$ cat src/rtl/id3fx_pkg.sv
// id3fx_pkg: shared types, codes and constants of the id3 frame extractor
// used by every module under rtl; depends on nothing

package id3fx_pkg;

	localparam int unsigned HEADER_LEN = 10;

	localparam int unsigned BYTE_W   = 8;
	localparam int unsigned ID_W     = 32;
	localparam int unsigned LIMIT_W  = 28;
	localparam int unsigned WINDOW_W = 24;
	localparam int unsigned SIZE_W   = 32;
	localparam int unsigned HCOUNT_W = 4;
	localparam int unsigned CFG_IDX_W = 2;

	localparam logic [BYTE_W-1:0] PRINT_LO = 8'h20;
	localparam logic [BYTE_W-1:0] PRINT_HI = 8'h7E;

	localparam logic [CFG_IDX_W-1:0] REG_FRAME_ID     = 2'd0;
	localparam logic [CFG_IDX_W-1:0] REG_SEARCH_LIMIT = 2'd1;

	typedef enum logic [2:0] {
		PH_HEADER = 3'd0,
		PH_SEARCH = 3'd1,
		PH_SIZE   = 3'd2,
		PH_FLAGS  = 3'd3,
		PH_BODY   = 3'd4,
		PH_DONE   = 3'd5
	} phase_t;

	typedef enum logic [1:0] {
		ST_BUSY     = 2'd0,
		ST_OK       = 2'd1,
		ST_NOTFOUND = 2'd2
	} status_t;

	typedef struct packed {
		logic [BYTE_W-1:0] in_byte;
		logic              start_req;
	} in_item_t;

	typedef struct packed {
		logic              char_valid;
		logic [BYTE_W-1:0] out_char;
		status_t           status;
	} result_t;

endpackage

$ cat src/rtl/id3fx_in_stage.sv
// id3fx_in_stage: input register between the slave stream and the parser
// depends on id3fx_pkg

module id3fx_in_stage (
	input  logic                clk,
	input  logic                arst_n,
	input  logic                in_valid,
	output logic                in_ready,
	input  id3fx_pkg::in_item_t in_item,
	input  logic                take,
	output logic                item_valid,
	output id3fx_pkg::in_item_t item
);

	logic                valid_s1;
	id3fx_pkg::in_item_t item_s1;

	assign in_ready   = !valid_s1 || take;
	assign item_valid = valid_s1;
	assign item       = item_s1;

	always_ff @(posedge clk or negedge arst_n) begin
		if (!arst_n) begin
			valid_s1 <= 1'b0;
		end else if (in_ready) begin
			valid_s1 <= in_valid;
		end
	end

	always_ff @(posedge clk) begin
		if (in_ready && in_valid) begin
			item_s1 <= in_item;
		end
	end

endmodule

$ cat src/rtl/id3fx_parser.sv
// id3fx_parser: parse state and per-byte logic (header skip, id search, size, flags, body)
// depends on id3fx_pkg

module id3fx_parser (
	input  logic                                  clk,
	input  logic                                  arst_n,
	input  logic                                  advance,
	input  id3fx_pkg::in_item_t                   item,
	input  logic [id3fx_pkg::ID_W-1:0]            frame_id,
	input  logic [id3fx_pkg::LIMIT_W-1:0]         search_limit,
	output logic                                  emit,
	output id3fx_pkg::result_t                    result
);

	localparam id3fx_pkg::phase_t RESTART_PHASE =
		(id3fx_pkg::HEADER_LEN == 0) ? id3fx_pkg::PH_SEARCH : id3fx_pkg::PH_HEADER;

	id3fx_pkg::phase_t                     phase_q, phase_d, phase_e;
	logic [id3fx_pkg::HCOUNT_W-1:0]        hcount_q, hcount_d, hcount_e;
	logic [id3fx_pkg::WINDOW_W-1:0]        window_q, window_d, window_e;
	logic [1:0]                            fill_q, fill_d, fill_e;
	logic [id3fx_pkg::LIMIT_W-1:0]         tried_q, tried_d, tried_e;
	logic [1:0]                            fcount_q, fcount_d, fcount_e;
	logic [id3fx_pkg::SIZE_W-1:0]          remain_q, remain_d, remain_e;
	logic [id3fx_pkg::ID_W-1:0]            cand;
	logic [id3fx_pkg::LIMIT_W-1:0]         tried_inc;
	logic [1:0]                            fcount_inc;
	logic [id3fx_pkg::SIZE_W-1:0]          remain_dec;
	logic                                  printable;

	// state as seen by this byte, after a possible restart
	always_comb begin
		if (item.start_req) begin
			phase_e  = RESTART_PHASE;
			hcount_e = '0;
			window_e = '0;
			fill_e   = '0;
			tried_e  = '0;
			fcount_e = '0;
			remain_e = '0;
		end else begin
			phase_e  = phase_q;
			hcount_e = hcount_q;
			window_e = window_q;
			fill_e   = fill_q;
			tried_e  = tried_q;
			fcount_e = fcount_q;
			remain_e = remain_q;
		end
	end

	assign cand       = {window_e, item.in_byte};
	assign tried_inc  = tried_e + 1'b1;
	assign fcount_inc = fcount_e + 1'b1;
	assign remain_dec = remain_e - 1'b1;
	assign printable  = (item.in_byte >= id3fx_pkg::PRINT_LO) &&
		(item.in_byte <= id3fx_pkg::PRINT_HI);

	// next state
	always_comb begin
		phase_d  = phase_e;
		hcount_d = hcount_e;
		window_d = window_e;
		fill_d   = fill_e;
		tried_d  = tried_e;
		fcount_d = fcount_e;
		remain_d = remain_e;
		case (phase_e)
			id3fx_pkg::PH_HEADER: begin
				hcount_d = hcount_e + 1'b1;
				if (hcount_d >= id3fx_pkg::HCOUNT_W'(id3fx_pkg::HEADER_LEN)) begin
					phase_d = id3fx_pkg::PH_SEARCH;
				end
			end
			id3fx_pkg::PH_SEARCH: begin
				if (fill_e != 2'd3) begin
					window_d = cand[id3fx_pkg::WINDOW_W-1:0];
					fill_d   = fill_e + 1'b1;
				end else begin
					tried_d = tried_inc;
					if (cand == frame_id) begin
						phase_d  = id3fx_pkg::PH_SIZE;
						fcount_d = '0;
						remain_d = '0;
					end else if (tried_inc >= search_limit) begin
						phase_d = id3fx_pkg::PH_DONE;
					end else begin
						window_d = cand[id3fx_pkg::WINDOW_W-1:0];
					end
				end
			end
			id3fx_pkg::PH_SIZE: begin
				remain_d = {remain_e[id3fx_pkg::SIZE_W-id3fx_pkg::BYTE_W-1:0], item.in_byte};
				fcount_d = fcount_inc;
				if (fcount_inc == 2'd0) begin
					phase_d = id3fx_pkg::PH_FLAGS;
				end
			end
			id3fx_pkg::PH_FLAGS: begin
				fcount_d = fcount_inc;
				if (fcount_inc >= 2'd2) begin
					fcount_d = '0;
					phase_d  = (remain_e == '0) ? id3fx_pkg::PH_DONE : id3fx_pkg::PH_BODY;
				end
			end
			id3fx_pkg::PH_BODY: begin
				remain_d = remain_dec;
				if (remain_dec == '0) begin
					phase_d = id3fx_pkg::PH_DONE;
				end
			end
			default: begin
			end
		endcase
	end

	// result of this byte
	always_comb begin
		emit              = 1'b0;
		result.char_valid = 1'b0;
		result.out_char   = '0;
		result.status     = id3fx_pkg::ST_BUSY;
		case (phase_e)
			id3fx_pkg::PH_SEARCH: begin
				if (fill_e == 2'd3 && cand != frame_id && tried_inc >= search_limit) begin
					emit          = 1'b1;
					result.status = id3fx_pkg::ST_NOTFOUND;
				end
			end
			id3fx_pkg::PH_FLAGS: begin
				if (fcount_inc >= 2'd2 && remain_e == '0) begin
					emit          = 1'b1;
					result.status = id3fx_pkg::ST_OK;
				end
			end
			id3fx_pkg::PH_BODY: begin
				if (printable) begin
					emit              = 1'b1;
					result.char_valid = 1'b1;
					result.out_char   = item.in_byte;
				end
				if (remain_dec == '0) begin
					emit          = 1'b1;
					result.status = id3fx_pkg::ST_OK;
				end
			end
			default: begin
			end
		endcase
	end

	always_ff @(posedge clk or negedge arst_n) begin
		if (!arst_n) begin
			phase_q  <= RESTART_PHASE;
			hcount_q <= '0;
			window_q <= '0;
			fill_q   <= '0;
			tried_q  <= '0;
			fcount_q <= '0;
			remain_q <= '0;
		end else if (advance) begin
			phase_q  <= phase_d;
			hcount_q <= hcount_d;
			window_q <= window_d;
			fill_q   <= fill_d;
			tried_q  <= tried_d;
			fcount_q <= fcount_d;
			remain_q <= remain_d;
		end
	end

endmodule

$ cat src/rtl/id3fx_out_stage.sv
// id3fx_out_stage: result register driving the master stream
// depends on id3fx_pkg

module id3fx_out_stage (
	input  logic               clk,
	input  logic               arst_n,
	input  logic               load,
	input  id3fx_pkg::result_t result,
	output logic               can_load,
	output logic               out_valid,
	input  logic               out_ready,
	output id3fx_pkg::result_t out_result
);

	logic               valid_s2;
	id3fx_pkg::result_t result_s2;

	assign can_load   = !valid_s2 || out_ready;
	assign out_valid  = valid_s2;
	assign out_result = result_s2;

	always_ff @(posedge clk or negedge arst_n) begin
		if (!arst_n) begin
			valid_s2 <= 1'b0;
		end else if (can_load) begin
			valid_s2 <= load;
		end
	end

	always_ff @(posedge clk) begin
		if (can_load && load) begin
			result_s2 <= result;
		end
	end

endmodule

$ cat src/rtl/id3_frame_extractor_unit.sv
// id3_frame_extractor_unit: top level of the id3 frame extractor
// depends on id3fx_pkg, id3fx_in_stage, id3fx_parser, id3fx_out_stage
//
//   channel  dir  handshake            payload
//   s_*      in   s_tvalid/s_tready    tdata in_byte, tuser start_req
//   m_*      out  m_tvalid/m_tready    tdata out_char, tuser char_valid, status
//   cfg_*    in   cfg_valid/cfg_ready  cfg_index, cfg_data
//
// one byte per cycle while no result waits on m_tready; a byte is held in the input register and its
// result, if any, is loaded into the output register as the parser takes the byte
// the parse state updates in a single pass of compare, shift and counter logic
// a stall on m_tready holds the output register, then the input register,
// then s_tready; bytes without a result pass even while the output waits
// reset restarts the parse as at the first byte of a file; cfg_ready is always high

module id3_frame_extractor_unit (
	input  logic                                clk,
	input  logic                                arst_n,
	input  logic                                s_tvalid,
	output logic                                s_tready,
	input  logic [7:0]                          s_tdata,   // [7:0] in_byte
	input  logic [0:0]                          s_tuser,   // [0] start_req
	output logic                                m_tvalid,
	input  logic                                m_tready,
	output logic [7:0]                          m_tdata,   // [7:0] out_char
	output logic [2:0]                          m_tuser,   // [0] char_valid, [2:1] status
	input  logic                                cfg_valid,
	output logic                                cfg_ready,
	input  logic [id3fx_pkg::CFG_IDX_W-1:0]     cfg_index,
	input  logic [31:0]                         cfg_data
);

	logic [id3fx_pkg::ID_W-1:0]    frame_id_q;
	logic [id3fx_pkg::LIMIT_W-1:0] search_limit_q;
	id3fx_pkg::in_item_t           in_item;
	id3fx_pkg::in_item_t           item;
	logic                          item_valid;
	logic                          advance;
	logic                          emit;
	logic                          can_load;
	id3fx_pkg::result_t            result;
	id3fx_pkg::result_t            out_result;

	assign cfg_ready = 1'b1;

	always_ff @(posedge clk or negedge arst_n) begin
		if (!arst_n) begin
			frame_id_q     <= '0;
			search_limit_q <= id3fx_pkg::LIMIT_W'(1);
		end else if (cfg_valid && cfg_ready) begin
			case (cfg_index)
				id3fx_pkg::REG_FRAME_ID:     frame_id_q <= cfg_data;
				id3fx_pkg::REG_SEARCH_LIMIT: search_limit_q <= cfg_data[id3fx_pkg::LIMIT_W-1:0];
				default: begin
				end
			endcase
		end
	end

	assign in_item.in_byte   = s_tdata;
	assign in_item.start_req = s_tuser[0];

	assign advance = item_valid && (!emit || can_load);

	id3fx_in_stage u_in (
		.clk        (clk),
		.arst_n     (arst_n),
		.in_valid   (s_tvalid),
		.in_ready   (s_tready),
		.in_item    (in_item),
		.take       (advance),
		.item_valid (item_valid),
		.item       (item)
	);

	id3fx_parser u_parser (
		.clk          (clk),
		.arst_n       (arst_n),
		.advance      (advance),
		.item         (item),
		.frame_id     (frame_id_q),
		.search_limit (search_limit_q),
		.emit         (emit),
		.result       (result)
	);

	id3fx_out_stage u_out (
		.clk        (clk),
		.arst_n     (arst_n),
		.load       (advance && emit),
		.result     (result),
		.can_load   (can_load),
		.out_valid  (m_tvalid),
		.out_ready  (m_tready),
		.out_result (out_result)
	);

	assign m_tdata = out_result.out_char;
	assign m_tuser = {out_result.status, out_result.char_valid};

endmodule

$ cat config.mk
export PLATFORM = sky130hd
export DESIGN_NAME = id3_frame_extractor_unit
export DESIGN_NICKNAME = d
export VERILOG_FILES = /design/src/rtl/id3fx_pkg.sv /design/src/rtl/id3fx_in_stage.sv /design/src/rtl/id3fx_parser.sv /design/src/rtl/id3fx_out_stage.sv /design/src/rtl/id3_frame_extractor_unit.sv
export SDC_FILE = /design/constraint.sdc
export NUM_CORES = 1
export LEC_CHECK = 0
export ABC_AREA = 1
export BUFFER_PORTS_ARGS = -buffer_cell sky130_fd_sc_hd__buf_4
export CAP_MARGIN = 20
export CORE_ASPECT_RATIO = 0.5
export CORE_MARGIN = 2
export CORE_UTILIZATION = 50
export DETAILED_ROUTE_END_ITERATION = 10
export GPL_TIMING_DRIVEN = 0
export HOLD_SLACK_MARGIN = 0.1
export PLACE_DENSITY = 0.81
export SLEW_MARGIN = 5
export SYNTH_ARGS = -nofsm -noshare
export SYNTH_HDL_FRONTEND = slang
export SYNTH_HIERARCHICAL = 1
export SYNTH_SLANG_ARGS = --single-unit
$ cat constraint.sdc
create_clock -name clk -period 5.02 [get_ports clk]
set_input_delay 0 -clock clk [delete_from_list [all_inputs] [get_ports clk]]
set_output_delay 0 -clock clk [all_outputs]
set_load 0.02 [all_outputs]
Word-level counts from Yosys, hierarchy flattened
Index checks and enable logic that the tools add are counted.
{"block": "totals", "ff_bits": 177, "input_bits": 48, "output_inout_bits": 14, "word_cells": 99}
{"block": "classes", "n_addsub": 5, "magnitude_cmp": 5, "eq_ne": 9, "muxes": 42, "reduce_logical": 22}
{"cell": "2-to-1 mux 24 bit", "n": 5}
{"cell": "2-to-1 mux 32 bit", "n": 3}
{"cell": "case mux 32 bit (3 select lines)", "n": 1}
{"cell": "2-to-1 mux 28 bit", "n": 3}
{"cell": "zero test 32 bit", "n": 2}
{"cell": "equality test 32 bit", "n": 1}
{"cell": "!= test 32 bit", "n": 1}
{"cell": "subtractor 32 x 1 -> 32 bit (second input constant)", "n": 1}
{"cell": "adder 28 x 1 -> 28 bit (second input constant)", "n": 1}
{"cell": ">= comparator 28 bit", "n": 1}
{"cell": "2-to-1 mux 3 bit", "n": 8}
{"cell": "2-to-1 mux 2 bit", "n": 8}
{"cell": "case mux 3 bit (5 select lines)", "n": 1}
{"cell": "case mux 2 bit (3 select lines)", "n": 2}
{"cell": "2-to-1 mux 9 bit", "n": 1}
{"cell": ">= comparator 8 x 6 -> 1 bit (second input constant)", "n": 1}
{"cell": "<= comparator 8 x 7 -> 1 bit (second input constant)", "n": 1}
{"cell": "logical AND 1 bit", "n": 8}
{"cell": "2-to-1 mux 4 bit", "n": 2}
{"cell": "2-to-1 mux 1 bit", "n": 7}
{"cell": "equality test 3 x 2 -> 1 bit (second input constant)", "n": 2}
{"cell": "AND reduction 2 bit", "n": 3}
{"cell": "adder 2 x 1 -> 2 bit (second input constant)", "n": 2}
{"cell": "adder 4 x 1 -> 4 bit (second input constant)", "n": 1}
{"cell": "12 further kinds", "n": 17}

Longest topological paths before layout
{"block": "logic_depth", "ltp_word": 11, "ltp_mapped": 40, "ltp_nobuf": 36}

Hierarchy
The synthesis kept the hierarchy.
{"module": "id3fx_parser", "n_inst": 1, "cells_per_inst": 1402, "area_per_inst_um2": 8832.2, "seq_area_each_um2": 2377.3}
{"module": "id3_frame_extractor_unit", "n_inst": 1, "cells_per_inst": 271, "area_per_inst_um2": 2519.9, "seq_area_each_um2": 1502.7}
{"module": "id3fx_out_stage", "n_inst": 1, "cells_per_inst": 17, "area_per_inst_um2": 375.4, "seq_area_each_um2": 355.3}
{"module": "id3fx_in_stage", "n_inst": 1, "cells_per_inst": 15, "area_per_inst_um2": 315.3, "seq_area_each_um2": 295.3}

Worst setup path after synthesis
Ideal clock, no wire load.
{"block": "synth_timing", "path_type": "reg-to-reg", "from": "reg u_in.item_s1, in the netlist u_in/item[0]", "to": "reg u_parser.fill_q[0]", "setup_ns": 0.123, "t_arrival_ns": 5.118, "required_ns": 4.897, "setup_slack_ns": -0.221, "path_stages_with_launch": 41, "path_buffers": 7, "synth_period_minus_slack_ns": 5.241, "path_cell_list": "edfxtp_1 > buf_6 > buf_6 > buf_2 > buf_1 > nor2_1 > ha_1 > nand4_1 > nor2_2 > nand2_2 > nor2_4 > nand2_2 > nor2_4 > nand2_2 > nor2_4 > nand2_1 > nor2_1 > nand2_1 > (+5 left out) > nand2_1 > nor2_1 > nand2_1 > nand3_1 > nor2_1 > nand2_1 > nand2_1 > nor2_1 > nor2_1 > nand3_1 > a21boi_0 > clkbuf_1 > inv_1 > clkbuf_1 > buf_1 > a21oi_1 > o21ai_0 > nand2_1"}
{"block": "synth_via", "elab_chain_cells": 9, "word_cells_on_any_way": 32, "classes_between": "add/sub: 4; order compare: 2; eq/ne: 6; mux: 12; reduce/logical: 8"}
{"element": "start, declared", "line_no": "id3fx_in_stage.sv:16", "rtl": "id3fx_pkg::in_item_t item_s1;"}
{"element": "start signal, assigned", "line_no": "id3fx_in_stage.sv:32", "rtl": "item_s1 <= in_item;"}
{"element": "2-to-1 mux 28 bit (tied with other cells)", "line_no": "id3fx_parser.sv:33", "rtl": "if (item.start_req) begin"}
{"element": "adder 28 x 1 -> 28 bit (tied with other cells)", "line_no": "id3fx_parser.sv:53", "rtl": "assign tried_inc = tried_e + 1'b1;"}
{"element": ">= comparator 28 bit (tied with other cells)", "line_no": "id3fx_parser.sv:125", "rtl": "if (fill_e == 2'd3 && cand != frame_id && tried_inc >= search_limit) begin"}
{"element": "logical AND 1 bit, on equally long branches", "line_no": "id3fx_parser.sv:125, id3fx_parser.sv:131"}
{"element": "2-to-1 mux 1 bit, on equally long branches", "line_no": "id3fx_parser.sv:125, id3fx_parser.sv:131"}
{"element": "case mux 1 bit (3 select lines) (*)", "line_no": "id3fx_parser.sv:123", "rtl": "case (phase_e)"}
{"element": "net emit", "line_no": "id3_frame_extractor_unit.sv:39", "rtl": "logic emit;"}
{"element": "zero test 1 bit (*)", "line_no": "id3_frame_extractor_unit.sv:63", "rtl": "assign advance = item_valid && (!emit || can_load);"}
{"element": "logical OR 1 bit (*)", "line_no": "id3_frame_extractor_unit.sv:63"}
{"element": "logical AND 1 bit (*)", "line_no": "id3_frame_extractor_unit.sv:63"}
{"element": "net advance", "line_no": "id3_frame_extractor_unit.sv:38", "rtl": "logic advance;"}
{"element": "end signal, assigned", "line_no": "id3fx_parser.sv:165", "rtl": "fill_q <= fill_d;"}
{"element": "end, declared", "line_no": "id3fx_parser.sv:21", "rtl": "logic [1:0] fill_q, fill_d, fill_e;"}
The timed path passes the listed nets; every way through them passes the cells marked *.
A chain may end at the register's enable or synchronous reset.

Worst setup path in the final report
{"block": "layout_timing", "from": "reg u_in.item_s1, in the netlist u_in/item[0]", "to": "reg u_parser/remain_q[8] (netlist name)"}
{"block": "layout_via", "elab_chain_cells": 9, "word_cells_on_any_way": 34, "classes_between": "add/sub: 3; order compare: 2; eq/ne: 8; mux: 13; reduce/logical: 8"}
{"element": "2-to-1 mux 28 bit (tied with other cells)", "line_no": "id3fx_parser.sv:33"}
{"element": "adder 28 x 1 -> 28 bit (tied with other cells)", "line_no": "id3fx_parser.sv:53"}
{"element": ">= comparator 28 bit (tied with other cells)", "line_no": "id3fx_parser.sv:125"}
{"element": "logical AND 1 bit, on equally long branches", "line_no": "id3fx_parser.sv:125, id3fx_parser.sv:131"}
{"element": "2-to-1 mux 1 bit, on equally long branches", "line_no": "id3fx_parser.sv:125, id3fx_parser.sv:131"}
{"element": "case mux 1 bit (3 select lines) (*)", "line_no": "id3fx_parser.sv:123"}
{"element": "net emit", "line_no": "id3_frame_extractor_unit.sv:39"}
{"element": "zero test 1 bit (*)", "line_no": "id3_frame_extractor_unit.sv:63"}
{"element": "logical OR 1 bit (*)", "line_no": "id3_frame_extractor_unit.sv:63"}
{"element": "logical AND 1 bit (*)", "line_no": "id3_frame_extractor_unit.sv:63"}
{"element": "net advance", "line_no": "id3_frame_extractor_unit.sv:38"}
{"element": "end signal, assigned", "line_no": "id3fx_parser.sv:168", "rtl": "remain_q <= remain_d;"}
{"element": "end, declared", "line_no": "id3fx_parser.sv:24", "rtl": "logic [id3fx_pkg::SIZE_W-1:0] remain_q, remain_d, remain_e;"}
Marks and branches as above.

==> results.sh <==
export IMPL_cts_reportedPaths_clkPinSlew_ps=70
export IMPL_ios=62
export IMPL_total_power_mw=4.73
export IMPL_cp_top_family="simple AND/OR/NAND/NOR gates"
export IMPL_synth_edf_count=20
export IMPL_synthesis_instances=1705
export IMPL_die_x_um=223
export IMPL_synth_distinct_cells=48
export IMPL_netlist_area_leader_share_pct=32.4
export IMPL_cts_sinks=177
export IMPL_wl_per_cell_um=18.8
export IMPL_cpPeakStageDelay_ps=460
export IMPL_die_y_um=114
export IMPL_cts_buffer_depth=2
export IMPL_crit_required_ps=5350
export IMPL_rr_startpoint="u_in/item[0]$_DFFE_PP_"
export IMPL_r2r_end="u_parser/remain_q[8]$_DFFE_PN0P_"
export IMPL_dieArea_mm2=0.0254
export IMPL_start_util_pct=50.6
export IMPL_diodes=0
export IMPL_finalSetupViolations=91
export IMPL_start_kind="register"
export IMPL_final_common_cell="nand2_1"
export IMPL_netlist_top_cells_area="dfrtp_1, nand2_1, nor2_1, inv_1, edfxtp_1"
export IMPL_pre_cts_ws_ps=-1740
export IMPL_cts_buffers=17
export IMPL_drv_slew=0
export IMPL_worst_setup_path_type="register to register"
export IMPL_setup_tns_ps=-5220
export IMPL_place_congestion=0.969
export IMPL_grt_pass1_vias=12100
export IMPL_h_tree_depth=4
export IMPL_dpl_hpwl_um=27000
export IMPL_max_slew_worst_pin_slew_ps=677
export IMPL_row_count=40
export IMPL_final_cell_count_no_fill=2218
export IMPL_drt_antenna_violating_nets=0
export IMPL_skew_ps=16.0
export IMPL_synth_ff_type="dfrtp_1"
export IMPL_syn_area_mm2=0.0120
export IMPL_p_per_area_mw_per_mm2=315
export IMPL_rr_worst_depth=29
export IMPL_crit_arrival_ps=5490
export IMPL_final_cell_mix="nand2_1, inv_1, nor2_1"
export IMPL_design_area_mm2=0.0150
export IMPL_leakagePower_nw=7.55
export IMPL_crit_start="u_in/item[0]$_DFFE_PP_"
export IMPL_drv_cap=0
export IMPL_avgSynthCellArea_um2=7.06
export IMPL_violations="setup timing"
export IMPL_grt_max_degree=82
export IMPL_path_common_cell="nor2_4"
export IMPL_ys_ff_latch=177
export IMPL_crit_buf_inv=6
export IMPL_grt_pass1_wl_um=63400
export IMPL_routed_wl_um=41700
export IMPL_drive_gt1_share_pct=16.5
export IMPL_grt_overflow=0
export IMPL_yosysWarnings=6
export IMPL_maxSlewHeadroom_pct=54.9
export IMPL_async_reset_ff_share_pct=88.7
export IMPL_tritoncts="yes"
export IMPL_max_freq_mhz=194
export IMPL_yosysTopAreaCell="dfrtp_1"
export IMPL_antenna_found_initial=0
export IMPL_clock_root_buffer="clkbuf_16"
export IMPL_layout_setup_ws_ps=-142
export IMPL_dp_cells=2080
export IMPL_dr_pass1_iters=6
export IMPL_crit_end="u_parser/remain_q[8]$_DFFE_PN0P_"
export IMPL_area_delta_synth_final_pct=24.8
export IMPL_drc=0
export IMPL_drt_iter0_drc=1916
export IMPL_seq_area_frac_synth_pct=37.6
export IMPL_final_nets=1974
export IMPL_cpMaxStageDelayCell="edfxtp_1"
export IMPL_period_needed_ps=5160
export IMPL_cp_max_fo=10
export IMPL_vias=12900
export IMPL_grt_total_usage_pct=32.0
export IMPL_viasPerCell=5.82
export IMPL_hold_violations=0
export IMPL_dpl_cell_area_mm2=0.0129
export IMPL_core_mm2=0.0238
export IMPL_hold_path_class="primary input to asynchronous set/reset pin"
export IMPL_peakVddDrop_mv=0.255
export IMPL_end_kind="register"
export IMPL_syn_nets=1789
export IMPL_cp_num_cells=29
export IMPL_outcome="complete, but fails checks"
export IMPL_r2r_slack_ps=-140
export IMPL_port_buffers=59
export IMPL_fin_crit_sh_pct=103
export IMPL_grt_setup_unrepaired="true"
export IMPL_clock_latency_ps=460
[through the flow]
stage,hold slack [ps],utilization [%]
3_3_place_gp,179,54.1
2_1_floorplan,-296,-
6_report,97.4,63.1
3_5_place_dp,11.8,54.3
5_1_grt,154,63.1
4_1_cts,121,61.2
[report_power, final]
group	switching, mW	leakage, nW	internal, mW
Combinational	0.930	5.04	0.526
Clock	0.662	0.298	0.746
Sequential	0.207	2.22	1.66
Total	1.80	7.55	2.93
[cells in the mapped netlist, drive strengths merged, types with 28 or more instances]
cell type	instances
nand2	546
nor2	217
inv	191
dfrtp	156
nand3	106
o21ai	82
a21oi	76
buf	52
nand4	52
xor2	41
ha	36
o22ai	28
[how the worst min path moves through the flow]
stage | from | to | cells after the start
floorplan | arst_n | frame_id_q[0]$_DFFE_PN0P_ | 0
global placement | s_tuser | u_in/item[0]$_DFFE_PP_ | 1
detailed placement | arst_n | search_limit_q[19]$_DFFE_PN0P_ | 1
CTS | arst_n | search_limit_q[19]$_DFFE_PN0P_ | 2
global route | arst_n | search_limit_q[19]$_DFFE_PN0P_ | 2
finish | arst_n | search_limit_q[19]$_DFFE_PN0P_ | 2
[per-layer routing]
metal	wire, um	global-route usage, %	part of all wire (%)
met5	0	0	0
met2	19100	51.9	46
met1	16400	41.6	39
met3	4350	7.03	10
met4	1840	14.3	4.4
[final cells by class]
type,instances,area (um^2)
fill,1896,8790
multi-input combinational,1260,6630
sequential,177,4530
timing repair buffer,169,1530
inverter,191,736
buffer,74,607
clock buffer,19,464
tap,315,394
clock inverter,13,143
[registers in the layout, summed over array words and instances, names as in the netlist]
signal and flops:
u_out/out_valid 1, u_parser/remain_q 32, u_out/out_result 11, u_parser/phase_q 3
u_parser/fcount_q 2, u_in/item 9, search_limit_q 28, u_in/item_valid 1
u_parser/hcount_q 4, frame_id_q 32, u_parser/tried_q 28, u_parser/window_q 24
u_parser/fill_q 2
[cells by family (layout without fill, tap and decap cells)]
kind of cell,after synthesis,in the layout,synth area share [%]
buffers and inverters,268,466,9.98
flip-flops,177,177,37.6
AO/OA/AOI/OAI,211,211,10.1
XOR/XNOR,63,63,4.58
other,2,2,0.0624
adder cells (fa/ha/maj),36,36,3.74
AND/OR/NAND/NOR,948,948,34.0
[what timing repair did]
action                                  4_1_cts  5_1_grt
endpoints found under the setup margin      119      116
gates resized for setup                      52       92
pin swaps                                     5       27
hold buffers                                 82        0
endpoints found under the hold margin       248        0
gates cloned                                  1        1
setup buffers                                 7       18
(Power assumes the default switching activity.)
